### src/sv/kbgc_pkg.sv
package kbgc_pkg;

  // Width of the wrapping millisecond time held in state; the input field stays 32 bits.
  localparam int unsigned TIME_BITS = 32;

  typedef logic [TIME_BITS-1:0] time_ms_t;

  // Rotation step codes.
  localparam logic [1:0] STEP_NONE = 2'd0;
  localparam logic [1:0] STEP_CW   = 2'd1;
  localparam logic [1:0] STEP_CCW  = 2'd2;

  // Rotation event codes.
  localparam logic [2:0] ROT_NONE      = 3'd0;
  localparam logic [2:0] ROT_UP_HELD   = 3'd1;
  localparam logic [2:0] ROT_UP        = 3'd2;
  localparam logic [2:0] ROT_DOWN_HELD = 3'd3;
  localparam logic [2:0] ROT_DOWN      = 3'd4;

  // Button event codes.
  localparam logic [1:0] BTN_NONE   = 2'd0;
  localparam logic [1:0] BTN_SINGLE = 2'd1;
  localparam logic [1:0] BTN_DOUBLE = 2'd2;
  localparam logic [1:0] BTN_LONG   = 2'd3;

  // Configuration register indexes.
  localparam logic [1:0] CFG_DEBOUNCE = 2'd0;
  localparam logic [1:0] CFG_DBL_WIN  = 2'd1;
  localparam logic [1:0] CFG_LONG     = 2'd2;

  localparam logic [15:0] DEBOUNCE_RST = 16'd50;
  localparam logic [15:0] DBL_WIN_RST  = 16'd300;
  localparam logic [15:0] LONG_RST     = 16'd1000;

  typedef struct packed {
    logic [31:0] now_ms;
    logic        button_level;
    logic [1:0]  rotation_step;
  } kbgc_in_t;

  typedef struct packed {
    logic [2:0] rotation_event;
    logic [1:0] button_event;
    logic       activity;
  } kbgc_out_t;

  typedef struct packed {
    logic [15:0] debounce_time;
    logic [15:0] double_click_window;
    logic [15:0] long_press_time;
  } kbgc_cfg_t;

  typedef struct packed {
    logic     debounced_level;
    logic     click_pending;
    logic     rotated_since_press;
    time_ms_t last_release_time;
    time_ms_t last_press_time;
    time_ms_t last_click_time;
  } kbgc_state_t;

  function automatic time_ms_t since_ms(time_ms_t now, time_ms_t then);
    return now - then;
  endfunction

endpackage

### src/sv/knob_button_gesture_classifier.sv
// Path: a beat accepted at the input is held in the input register, then moves into the
// result register, which presents it at the output.
// Throughput: one beat per cycle; the gesture state updates as a beat moves from the input
// register into the result register, and a stalled result holds the input register.
// Reset (asynchronous, active low) empties both registers, restores the gesture
// state to released with no pending click and loads the default timings.
module knob_button_gesture_classifier import kbgc_pkg::*; (
  input  logic        clk_i,
  input  logic        rst_ni,
  input  logic        in_valid_i,
  output logic        in_ready_o,
  input  kbgc_in_t    in_data_i,
  output logic        out_valid_o,
  input  logic        out_ready_i,
  output kbgc_out_t   out_data_o,
  input  logic        cfg_we_i,
  input  logic [1:0]  cfg_idx_i,
  input  logic [15:0] cfg_data_i
);

  kbgc_in_t    in_q;
  logic        in_vld_q;
  kbgc_out_t   out_q;
  logic        out_vld_q;
  kbgc_cfg_t   cfg_q;
  kbgc_state_t state_q;
  kbgc_state_t state_d;
  kbgc_out_t   res_d;
  logic        fire;

  assign fire        = in_vld_q && (!out_vld_q || out_ready_i);
  assign in_ready_o  = !in_vld_q || fire;
  assign out_valid_o = out_vld_q;
  assign out_data_o  = out_q;

  kbgc_step u_step (
    .item_i  (in_q),
    .cfg_i   (cfg_q),
    .state_i (state_q),
    .state_o (state_d),
    .res_o   (res_d)
  );

  always_ff @(posedge clk_i or negedge rst_ni) begin
    if (!rst_ni) begin
      cfg_q.debounce_time       <= DEBOUNCE_RST;
      cfg_q.double_click_window <= DBL_WIN_RST;
      cfg_q.long_press_time     <= LONG_RST;
    end else if (cfg_we_i) begin
      case (cfg_idx_i)
        CFG_DEBOUNCE: cfg_q.debounce_time       <= cfg_data_i;
        CFG_DBL_WIN:  cfg_q.double_click_window <= cfg_data_i;
        CFG_LONG:     cfg_q.long_press_time     <= cfg_data_i;
        default:      ;
      endcase
    end
  end

  always_ff @(posedge clk_i or negedge rst_ni) begin
    if (!rst_ni) begin
      in_vld_q                    <= 1'b0;
      out_vld_q                   <= 1'b0;
      state_q.debounced_level     <= 1'b1;
      state_q.click_pending       <= 1'b0;
      state_q.rotated_since_press <= 1'b0;
      state_q.last_release_time   <= '0;
      state_q.last_press_time     <= '0;
      state_q.last_click_time     <= '0;
    end else begin
      if (in_ready_o) begin
        in_vld_q <= in_valid_i;
      end
      if (fire) begin
        out_vld_q <= 1'b1;
        state_q   <= state_d;
      end else if (out_ready_i) begin
        out_vld_q <= 1'b0;
      end
    end
  end

  always_ff @(posedge clk_i) begin
    if (in_ready_o && in_valid_i) begin
      in_q <= in_data_i;
    end
    if (fire) begin
      out_q <= res_d;
    end
  end

endmodule

### src/sv/kbgc_step.sv
module kbgc_step import kbgc_pkg::*; (
  input  kbgc_in_t    item_i,
  input  kbgc_cfg_t   cfg_i,
  input  kbgc_state_t state_i,
  output kbgc_state_t state_o,
  output kbgc_out_t   res_o
);

  time_ms_t now;
  time_ms_t since_rel;
  time_ms_t since_press;
  time_ms_t since_click;
  time_ms_t deb_t;
  time_ms_t win_t;
  time_ms_t long_t;
  logic     held;
  logic     turned;
  logic     rot_mark;

  assign now         = item_i.now_ms[TIME_BITS-1:0];
  assign since_rel   = since_ms(now, state_i.last_release_time);
  assign since_press = since_ms(now, state_i.last_press_time);
  assign since_click = since_ms(now, state_i.last_click_time);
  assign deb_t       = time_ms_t'(cfg_i.debounce_time);
  assign win_t       = time_ms_t'(cfg_i.double_click_window);
  assign long_t      = time_ms_t'(cfg_i.long_press_time);
  assign held        = ~item_i.button_level;
  assign turned      = (item_i.rotation_step == STEP_CW) || (item_i.rotation_step == STEP_CCW);
  // A turn in this very poll already counts against the pending click and the long press.
  assign rot_mark    = state_i.rotated_since_press | turned;

  always_comb begin
    state_o                     = state_i;
    state_o.rotated_since_press = rot_mark;
    res_o.rotation_event        = ROT_NONE;
    res_o.button_event          = BTN_NONE;
    res_o.activity              = turned;

    case (item_i.rotation_step)
      STEP_CW:  res_o.rotation_event = held ? ROT_UP_HELD : ROT_UP;
      STEP_CCW: res_o.rotation_event = held ? ROT_DOWN_HELD : ROT_DOWN;
      default:  res_o.rotation_event = ROT_NONE;
    endcase

    if (state_i.click_pending && !rot_mark && (since_click >= win_t)) begin
      state_o.click_pending = 1'b0;
      res_o.button_event    = BTN_SINGLE;
      res_o.activity        = 1'b1;
    end

    if (held && state_i.debounced_level) begin
      if (since_rel > deb_t) begin
        state_o.click_pending       = 1'b0;
        state_o.debounced_level     = 1'b0;
        state_o.last_press_time     = now;
        state_o.rotated_since_press = 1'b0;
        res_o.activity              = 1'b1;
      end
    end else if (!held && !state_i.debounced_level) begin
      if (since_press >= deb_t) begin
        state_o.last_release_time = now;
        state_o.debounced_level   = 1'b1;
        if ((since_press > long_t) && !rot_mark) begin
          res_o.button_event = BTN_LONG;
        end else if (since_click < win_t) begin
          res_o.button_event    = BTN_DOUBLE;
          res_o.activity        = 1'b1;
          state_o.click_pending = 1'b0;
        end else begin
          state_o.click_pending   = 1'b1;
          state_o.last_click_time = now;
          res_o.activity          = 1'b1;
        end
      end
    end
  end

endmodule

### config.mk
export PLATFORM = sky130hd
export DESIGN_NAME = knob_button_gesture_classifier
export DESIGN_NICKNAME = d
export VERILOG_FILES = /design/src/sv/kbgc_pkg.sv /design/src/sv/knob_button_gesture_classifier.sv /design/src/sv/kbgc_step.sv
export SDC_FILE = /design/constraint.sdc
export NUM_CORES = 1
export LEC_CHECK = 0
export BUFFER_PORTS_ARGS = -buffer_cell sky130_fd_sc_hd__buf_2
export CORE_ASPECT_RATIO = 1.25
export CORE_MARGIN = 2
export CORE_UTILIZATION = 64
export CTS_CLUSTER_DIAMETER = 80
export DETAILED_ROUTE_END_ITERATION = 12
export PLACE_DENSITY = 0.84
export SYNTH_ARGS = -nofsm -noshare
export SYNTH_HDL_FRONTEND = slang
export SYNTH_HIERARCHICAL = 1
export SYNTH_SLANG_ARGS = --single-unit
export TNS_END_PERCENT = 100
### constraint.sdc
create_clock -name clk_i -period 6.85 [get_ports clk_i]
set_input_delay 1.7125 -clock clk_i [delete_from_list [all_inputs] [get_ports clk_i]]
set_output_delay 1.7125 -clock clk_i [all_outputs]
set_load 0.005 [all_outputs]
== After elaboration in Yosys (flattened, before gate mapping) ==
Index checks and enable logic that the tools add are counted.

* Reductions and logical operators: 25
* Equality and inequality tests: 5
* Bitwise logic cells: 5
* Multiplexer cells: 22
* Order comparisons: 5
* Add/sub/neg operators: 3

{| class="wikitable"
|+ Operators with widths
! kind !! count
|-
| $sub 32x32->32 || 3
|-
| $ge 32x16->1 || 2
|-
| $gt 32x16->1 || 2
|-
| $lt 32x16->1 || 1
|-
| $mux 2 || 8
|-
| $mux 3 || 4
|-
| $mux 1 || 9
|-
| $reduce_and 4->1 || 2
|-
| $logic_and 1x1->1 || 7
|-
| $pmux 3 s2 || 1
|-
| $reduce_and 2->1 || 3
|-
| $reduce_and 6->1 || 1
|-
| $reduce_bool 2->1 || 3
|-
| $eq 2x1->1 const B || 2
|-
| $eq 2x2->1 const B || 2
|-
| $logic_not 1->1 || 4
|-
| $not 1->1 || 4
|-
| $logic_or 1x1->1 || 3
|-
| $reduce_and 3->1 || 1
|-
| $logic_not 2->1 || 1
|-
| $ne 2x2->1 const B || 1
|-
| $or 1x1->1 || 1
|}

* Output and inout bits: 8
* Word-level logic and storage cells: 82
* Input bits: 58
* Bits in registers: 190

== Logic depth before layout (Yosys ltp) ==
Gate-level depths: netlist (run 1).

* Depth in word-level cells: 12
* Mapped depth: 25
* Depth with buffers taken out: 24

== By module ==
The synthesis (run 1) kept the hierarchy.

{| class="wikitable"
|+ By module, submodules not included
! module !! cells an instance !! sequential area each (µm²) !! area an instance (µm²) !! times used
|-
| kbgc_step || 1,233 || 0.0 || 8,320.5 || 1
|-
| knob_button_gesture_classifier || 360 || 4,977.3 || 6,796.5 || 1
|}

== Least setup slack after synthesis (run 1) ==
No wires, ideal clock.

* Path kind: flip-flop to flip-flop
* Start point: register in_q[4] (netlist name)
* End point: register state_q[38] (netlist name)
* Setup time: 0.125 ns
* Path slack: 1.874 ns
* Period minus slack after synthesis: 4.976 ns
* Cell stages (with the launch flop): 25
* Required time: 6.725 ns
* Arrival time: 4.851 ns
* Path buffers: 1
* Cell sequence: edfxtp_1 ha_1 nor2b_1 o31a_2 o31a_4 nor2_1 nor2_1 o21ai_0 nand2b_1 a21oi_1 xnor2_1 ha_1 a21o_1 a21o_1 a21oi_1 o21ai_0 o22ai_1 and3_1 nand4_1 nor3_1 nand4_1 o311ai_4 buf_6 mux2_2 mux2_2

* Longest elaborated chain between the ends: 3

{| class="wikitable"
|+ RTL lines
! what !! line !! source
|-
| start, declared || knob_button_gesture_classifier.sv:21 || <nowiki>kbgc_in_t in_q;</nowiki>
|-
| start signal, assigned || knob_button_gesture_classifier.sv:84 || <nowiki>in_q <= in_data_i;</nowiki>
|-
| $sub 32x32->32 || kbgc_pkg.sv:63 || <nowiki>return now - then;</nowiki>
|-
| $gt 32x16->1 || kbgc_step.sv:52 || <nowiki>if (since_rel > deb_t) begin</nowiki>
|-
| $reduce_and 3->1 (no line) || n/a ||
|-
| end signal, assigned || knob_button_gesture_classifier.sv:75 || <nowiki>state_q <= state_d;</nowiki>
|-
| end, declared || knob_button_gesture_classifier.sv:26 || <nowiki>kbgc_state_t state_q;</nowiki>
|}

Every way passes these cells.
A chain may end at the register's enable or synchronous reset.

== Worst setup path in the final report (run 1) ==
* Start point: register in_q[3] (netlist name)
* End point: register state_q[32] (netlist name)

* Longest elaborated chain between the ends: 3

{| class="wikitable"
|+ RTL lines
! what !! line
|-
| $sub 32x32->32 || kbgc_pkg.sv:63
|-
| $gt 32x16->1 || kbgc_step.sv:52
|-
| $reduce_and 3->1 (no line) || n/a
|}

Parallel ways exist; a longest one is shown, timed or not.

==> run metrics, run 1 <==
Setup Slack @ Placement ~0.76 ns; Syn Std Cell Area 0.01512 mm2; CTS clk-pin slew, worst paths 0.07 ns; Max Slew Vio Count 0; Horiz. Die Dim 141.5 um; Synth area leader dfrtp_1; setup ws final 0.3471 ns; share of layout cells above drive strength 1 roughly 20%; Synth area leaders dfrtp_1 22%, mux2_2 14%, ha_1 13%, edfxtp_1 8.1%, o21ai_0 4.5%; most common cell after layout, fill and taps aside mux2_2; Final Hold Viols 0; Finished Layout Cells around 1900; Residual DRC 0; fill count between 1500 and 2000; CP max stage cell a211oi_1; Worst Setup Path Type reg -> reg; Worst Setup End Kind register; vias in the first global route 12044; reg2reg end state_q[32]; WP data arrival about 7 ns; final wirelength ~38000 um; # Post-CTS Setup Buffers 0; # diodes 0; Resize count post-CTS 0; Core ar. about 0.023 mm2; port bufs 65; Setup Skew about 0.022 ns; num ports 66; total grt overflow 0; HP Class reg -> reg; HPWL after DPL 28710 um; end of the worst hold path state_q[21]; CTS buffer count 17; initial antenna violation count 0; via count 12263; max-cap violation count 0; Seq/Total Area, Yosys 32.93%; chip height 175.8 um; Final ANT Viol Nets 0; Hold Buf Count CTS 0; Pwr Density 476.6 mW/mm2; Synth Flop Type dfrtp_1; reg2reg path depth 24; Syn Nets between 1500 and 2000; num rows 62; Worst Hold Depth 1; largest net degree at the start of global routing 87; Initial Utilization 65.39%; First DRT Iteration DRCs 1032; Total GRT Usage 30.80%; Pleak about 7.3 nW; Tmin final 6.503 ns; worst path required time ~7.2 ns; DR pass1 iterations 6; Synth Instances between 1500 and 2000; Cells after DPL 1905; type of origin of the critical path register; RSZ-0062 raised after global routing no; critical path cell sequence inv_1 -> ha_1 -> inv_1 -> fa_1 -> a211oi_1 -> o21ai_0 -> a31oi_1 -> nand2b_1 -> a211oi_1 -> a21oi_1 -> ha_1 -> a21o_1 -> a21o_1 -> a21oi_1 -> o21ai_0 -> o22ai_1 -> and3_1 -> nand4_1 -> nor3_1 -> nand4_1 -> o311ai_4 -> buf_4 -> mux2_2 -> mux2_2; Setup-failing EPs final 0; Post-synth EDFFs 41; peak supply drop about 0.24 mV; Core Util, Final 70.18%; crit path launch in_q[3]; die area between 0.02 and 0.025 mm2; Avg Inst Size Synth 9.490 um2; Placed Area 0.01561 mm2; outcome complete, no violations; H-tree Lvls 4; Worst path depth 24; DR vias/cell 6.331; most frequent cells in the layout 183 x mux2_2, 159 x ha_1, 155 x inv_1, 138 x nand2_1, 136 x o21ai_0; FF-to-FF Start in_q[3]; CTS tree built; GP Congestion 0.9475; WP buf/inv 3; wire per inst roughly 20 um; number of synthesis warnings 6; CP peak stage delay between 0.7 and 0.8 ns; Largest delay share family, worst path compound AO/OA/AOI/OAI gates; first-pass GRT wire length 60580 um; setup_tns 0 ns; post-synth top area share 22.35%; nets@finish 1856; crit share post-route 94.93%; clk buf depth 2; Worst slew margin 37.52%; crit-path max FO 36; R2R setup slack 0.35 ns; count of cell types in the netlist 87; hold_sp state_q[21]; async set-or-reset flop fraction in the synthesized netlist between 70% and 80%; CTS sink cnt 190; worst skew pair latency around 0.45 ns; Final Cell Area 0.01622 mm2; fmax 0.1538 GHz; Worst-Margin Slew 0.9361 ns; Yosys reg bits 190; Area growth syn-to-layout 7.317%; CTS root buf clkbuf_16
cells in the mapped netlist (4+ instances only):
library cell and number:
a21o_1 46, or3_1 5, dfrtp_1 135, o21ai_0 136
and4_1 6, a31oi_1 11, a21oi_1 109, and3_1 13
o211ai_1 14, clkbuf_1 21, nand2b_1 20, o22ai_1 6
edfxtp_1 41, mux2i_1 7, inv_1 155, o31ai_1 7
o21a_1 20, buf_6 8, mux2_2 183, o21bai_1 6
or2_2 6, nand4_1 24, buf_2 12, nor2b_1 15
a211oi_1 17, xor2_1 25, and2_1 11, nor4_1 5
a21boi_0 4, dfstp_2 14, nand3_1 20, xnor2_1 41
nand2_1 139, nor2_1 57, ha_1 159, nor3_1 14
per-stage QoR:
| step | power (mW) | hold WS, ns |
|---|---|---|
| floorplan | 5.392 | 0.4572 |
| global placement | 6.380 | 0.4860 |
| detailed placement | 6.554 | 0.4926 |
| CTS | 7.661 | 0.5089 |
| global route | 8.317 | 0.5146 |
| finish | 7.732 | 0.5063 |
worst max path at each step:
stage | endpoint
finish | state_q[32]
detailed placement | state_q[27]
floorplan | state_q[38]
global placement | state_q[30]
global route | state_q[32]
CTS | state_q[32]
sequential cells by signal (all words and copies together) (netlist names):
name         flops
cfg_q           48
in_q            35
in_vld_q         1
out_data_o       6
out_valid_o      1
state_q         99
power by group:
part           switching [mW]  internal [mW]  leakage, nW  total (mW)
logic                    2.82           2.11         4.87        4.92
registers               0.230           1.53         2.18        1.76
clock network           0.467          0.584        0.291        1.05
total                    3.51           4.22         7.34        7.73
cell families (layout without fill, tap and decap cells):
group / count (synthesis) / in the layout / share of synthesized area [%]
DFF: 190 / 190 / 32.92
adders and majority gates: 162 / 162 / 13.56
xor gates and xnor gates: 66 / 66 / 3.824
AOI/OAI and AO/OA: 422 / 422 / 17.77
and+or+nand+nor: 358 / 358 / 12.08
muxes: 191 / 191 / 14.17
buffers and inverters: 204 / 260 / 5.678
layout make-up:
class	instances	area, um2	share of cell area (%)
repair buffers	73	391.6	2.414
flip-flops and latches	190	4977	30.68
clock buffers	19	432.9	2.669
clock inverters	13	177.7	1.095
well taps	288	360.3	2.221
multi-input cells	1199	9301	57.33
inverters	155	581.8	3.586
metal layers:
layer	global-route usage, %	routed length (um)
met3	4.635	1889
met1	36.72	15340
met2	53.66	18720
met4	16.04	1982
met5	0	0
No activity file was read; power rests on OpenSTA's default activity.
==> run 2, diff against run 1 <==
CORE_UTILIZATION = 65   (was 64)
CTS_BUF_LIST = sky130_fd_sc_hd__clkbuf_8   (was unset)
PLACE_DENSITY = 0.85   (was 0.84)
==> run 2 against run 1 <==
Worst hold slack better by 0.0043 ns. First-iteration DRC count down 10%. Sequential cell count unchanged.
==> run metrics, run 2 (synthesized netlist as in run 1, its figures left out) <==
outcome complete, no violations; Area growth syn-to-layout 6.166%; Largest delay share family, worst path compound AO/OA/AOI/OAI gates; Largest regs state_q (99), cfg_q (48), in_q (35); CTS sink cnt 190; # diodes 0; worst skew pair latency approximately 0.5 ns; Setup Skew 0.01695 ns; Tmin final around 6.4 ns; setup ws final 0.4301 ns; Top reg by flops state_q; Residual DRC 0; Max Slew Vio Count 0; Setup Slack @ Placement 0.7032 ns; Worst slew margin 30.80%; Resize count post-CTS 0; fill count 1748; Worst-Margin Slew 1.038 ns; Hold Buf Count CTS 0; WP buf/inv 3; port bufs 65; via count 12208; worst path required time 7.22 ns; Core ar. 0.02288 mm2; fmax 0.1558 GHz; most frequent cells in the layout 183 x mux2_2, 159 x ha_1, 158 x inv_1, 138 x nand2_1, 136 x o21ai_0; power share of the sequential group about a quarter; Horiz. Die Dim 140.4 um; total grt overflow 0; final wirelength between 30000 and 40000 um; # Post-CTS Setup Buffers 0; Largest register FFs 99; CTS tree built; HPWL after DPL 29010 um; setup_tns 0 ns; HP Class reg -> reg; most common cell after layout, fill and taps aside mux2_2; RSZ-0062 raised after global routing no; overall power between 7 and 8 mW; peak supply drop ~0.22 mV; CTS root buf clkbuf_8; WP data arrival 6.79 ns; clock power share 11.4%; CP peak stage delay 0.54 ns; clk buf depth 2; crit share post-route 93.72%; first-pass GRT wire length a little over 60000 um; DR vias/cell 6.309; CP max stage cell a31oi_1; Worst Setup End Kind register; worst hold slack 0.5106 ns; Worst Setup Path Type reg -> reg; First DRT Iteration DRCs 928; nets@finish ~1900; DR pass1 iterations 6; Initial Utilization 66.06%; Total GRT Usage 31.49%; critical path cell sequence inv_1 -> ha_1 -> inv_1 -> fa_1 -> a211oi_1 -> o21ai_0 -> a31oi_1 -> nand2b_1 -> a211oi_1 -> a21oi_1 -> ha_1 -> a21o_1 -> a21o_1 -> a21oi_1 -> o21ai_0 -> o22ai_1 -> and3_1 -> nand4_1 -> nor3_1 -> nand4_1 -> o311ai_4 -> buf_4 -> mux2_2 -> mux2_2; type of origin of the critical path register; chip height 174.5 um; Pwr Density approximately 470 mW/mm2; Setup-failing EPs final 0; vias in the first global route between 10000 and 15000; CTS buffer count 17; Combinational Power Share between 60% and 70%; GP Congestion around 1.0; share of layout cells above drive strength 1 19.91%; num ports 66; largest net degree at the start of global routing 90; Final Hold Viols 0; H-tree Lvls 4; initial antenna violation count 0; die area 0.02450 mm2; wire per inst 19.59 um; crit-path max FO 36; net switching power 3.445 mW; max-cap violation count 0; Pint 4.065 mW; Pleak 7.277 nW; num rows 62; CTS clk-pin slew, worst paths 0.10 ns; Final ANT Viol Nets 0; Sw Share 45.88%
-- run 2: area by class of cell --
| type | count | area, um2 | share of cell area (%) |
|---|---|---|---|
| clock buffer | 17 | 234.0 | 1.458 |
| clock inverter | 15 | 217.7 | 1.357 |
| inverter | 155 | 581.8 | 3.625 |
| multi-input combinational | 1199 | 9301 | 57.96 |
| sequential | 190 | 4977 | 31.01 |
| tap | 288 | 360.3 | 2.245 |
| timing repair buffer | 71 | 376.6 | 2.347 |
-- run 2: metal layers --
metal	GRT usage (%)	up-vias	wire length, um	part of all wire (%)
met3	4.270	90	1630	4.3
met5	0	-	0	0
met2	56.82	372	19230	51
li1	-	5837	-	-
met4	12.46	0	1480	3.9
met1	37.83	5909	15560	41
-- run 2: worst reg2reg max path: cells and delay by family (launching register included) --
kind                       cells  cell delay, ns
buffers and inverters          3            0.72
DFF                            1            0.45
muxes                          2            0.67
AOI/OAI and AO/OA             11            2.83
and+or+nand+nor                5            0.83
adders and majority gates      3            0.79
-- run 2: metrics by stage --
step	cells	utilization [%]	cell area, um2
after global placement	1903	68.16	15600
after floorplan	1593	-	15120
after CTS	1935	70.13	16050
after global routing	1935	70.13	16050
after detailed placement	1903	68.16	15600
final	1935	70.13	16050
-- run 2: final timing paths --
check,from,slack (ns),cells past startpoint,endpoint
worst max-delay path,in_q[3],0.43,24,state_q[46]
worst min-delay path,state_q[86],0.51,1,state_q[86]
worst max register to register,in_q[3],0.43,24,state_q[46]
worst min register to register,state_q[86],0.51,1,state_q[86]
max in group asynchronous,rst_ni,4.21,2,state_q[28]
min in group asynchronous,rst_ni,1.30,1,cfg_q[41]
-- run 2: power groups by stage --
stage | clock network (mW) | logic, mW | registers [mW]
floorplan | 0 | 3.70 | 1.70
global placement | 0 | 4.64 | 1.75
detailed placement | 0 | 4.77 | 1.78
CTS | 0.869 | 4.81 | 1.76
global route | 0.908 | 5.41 | 1.80
finish | 0.854 | 4.89 | 1.76
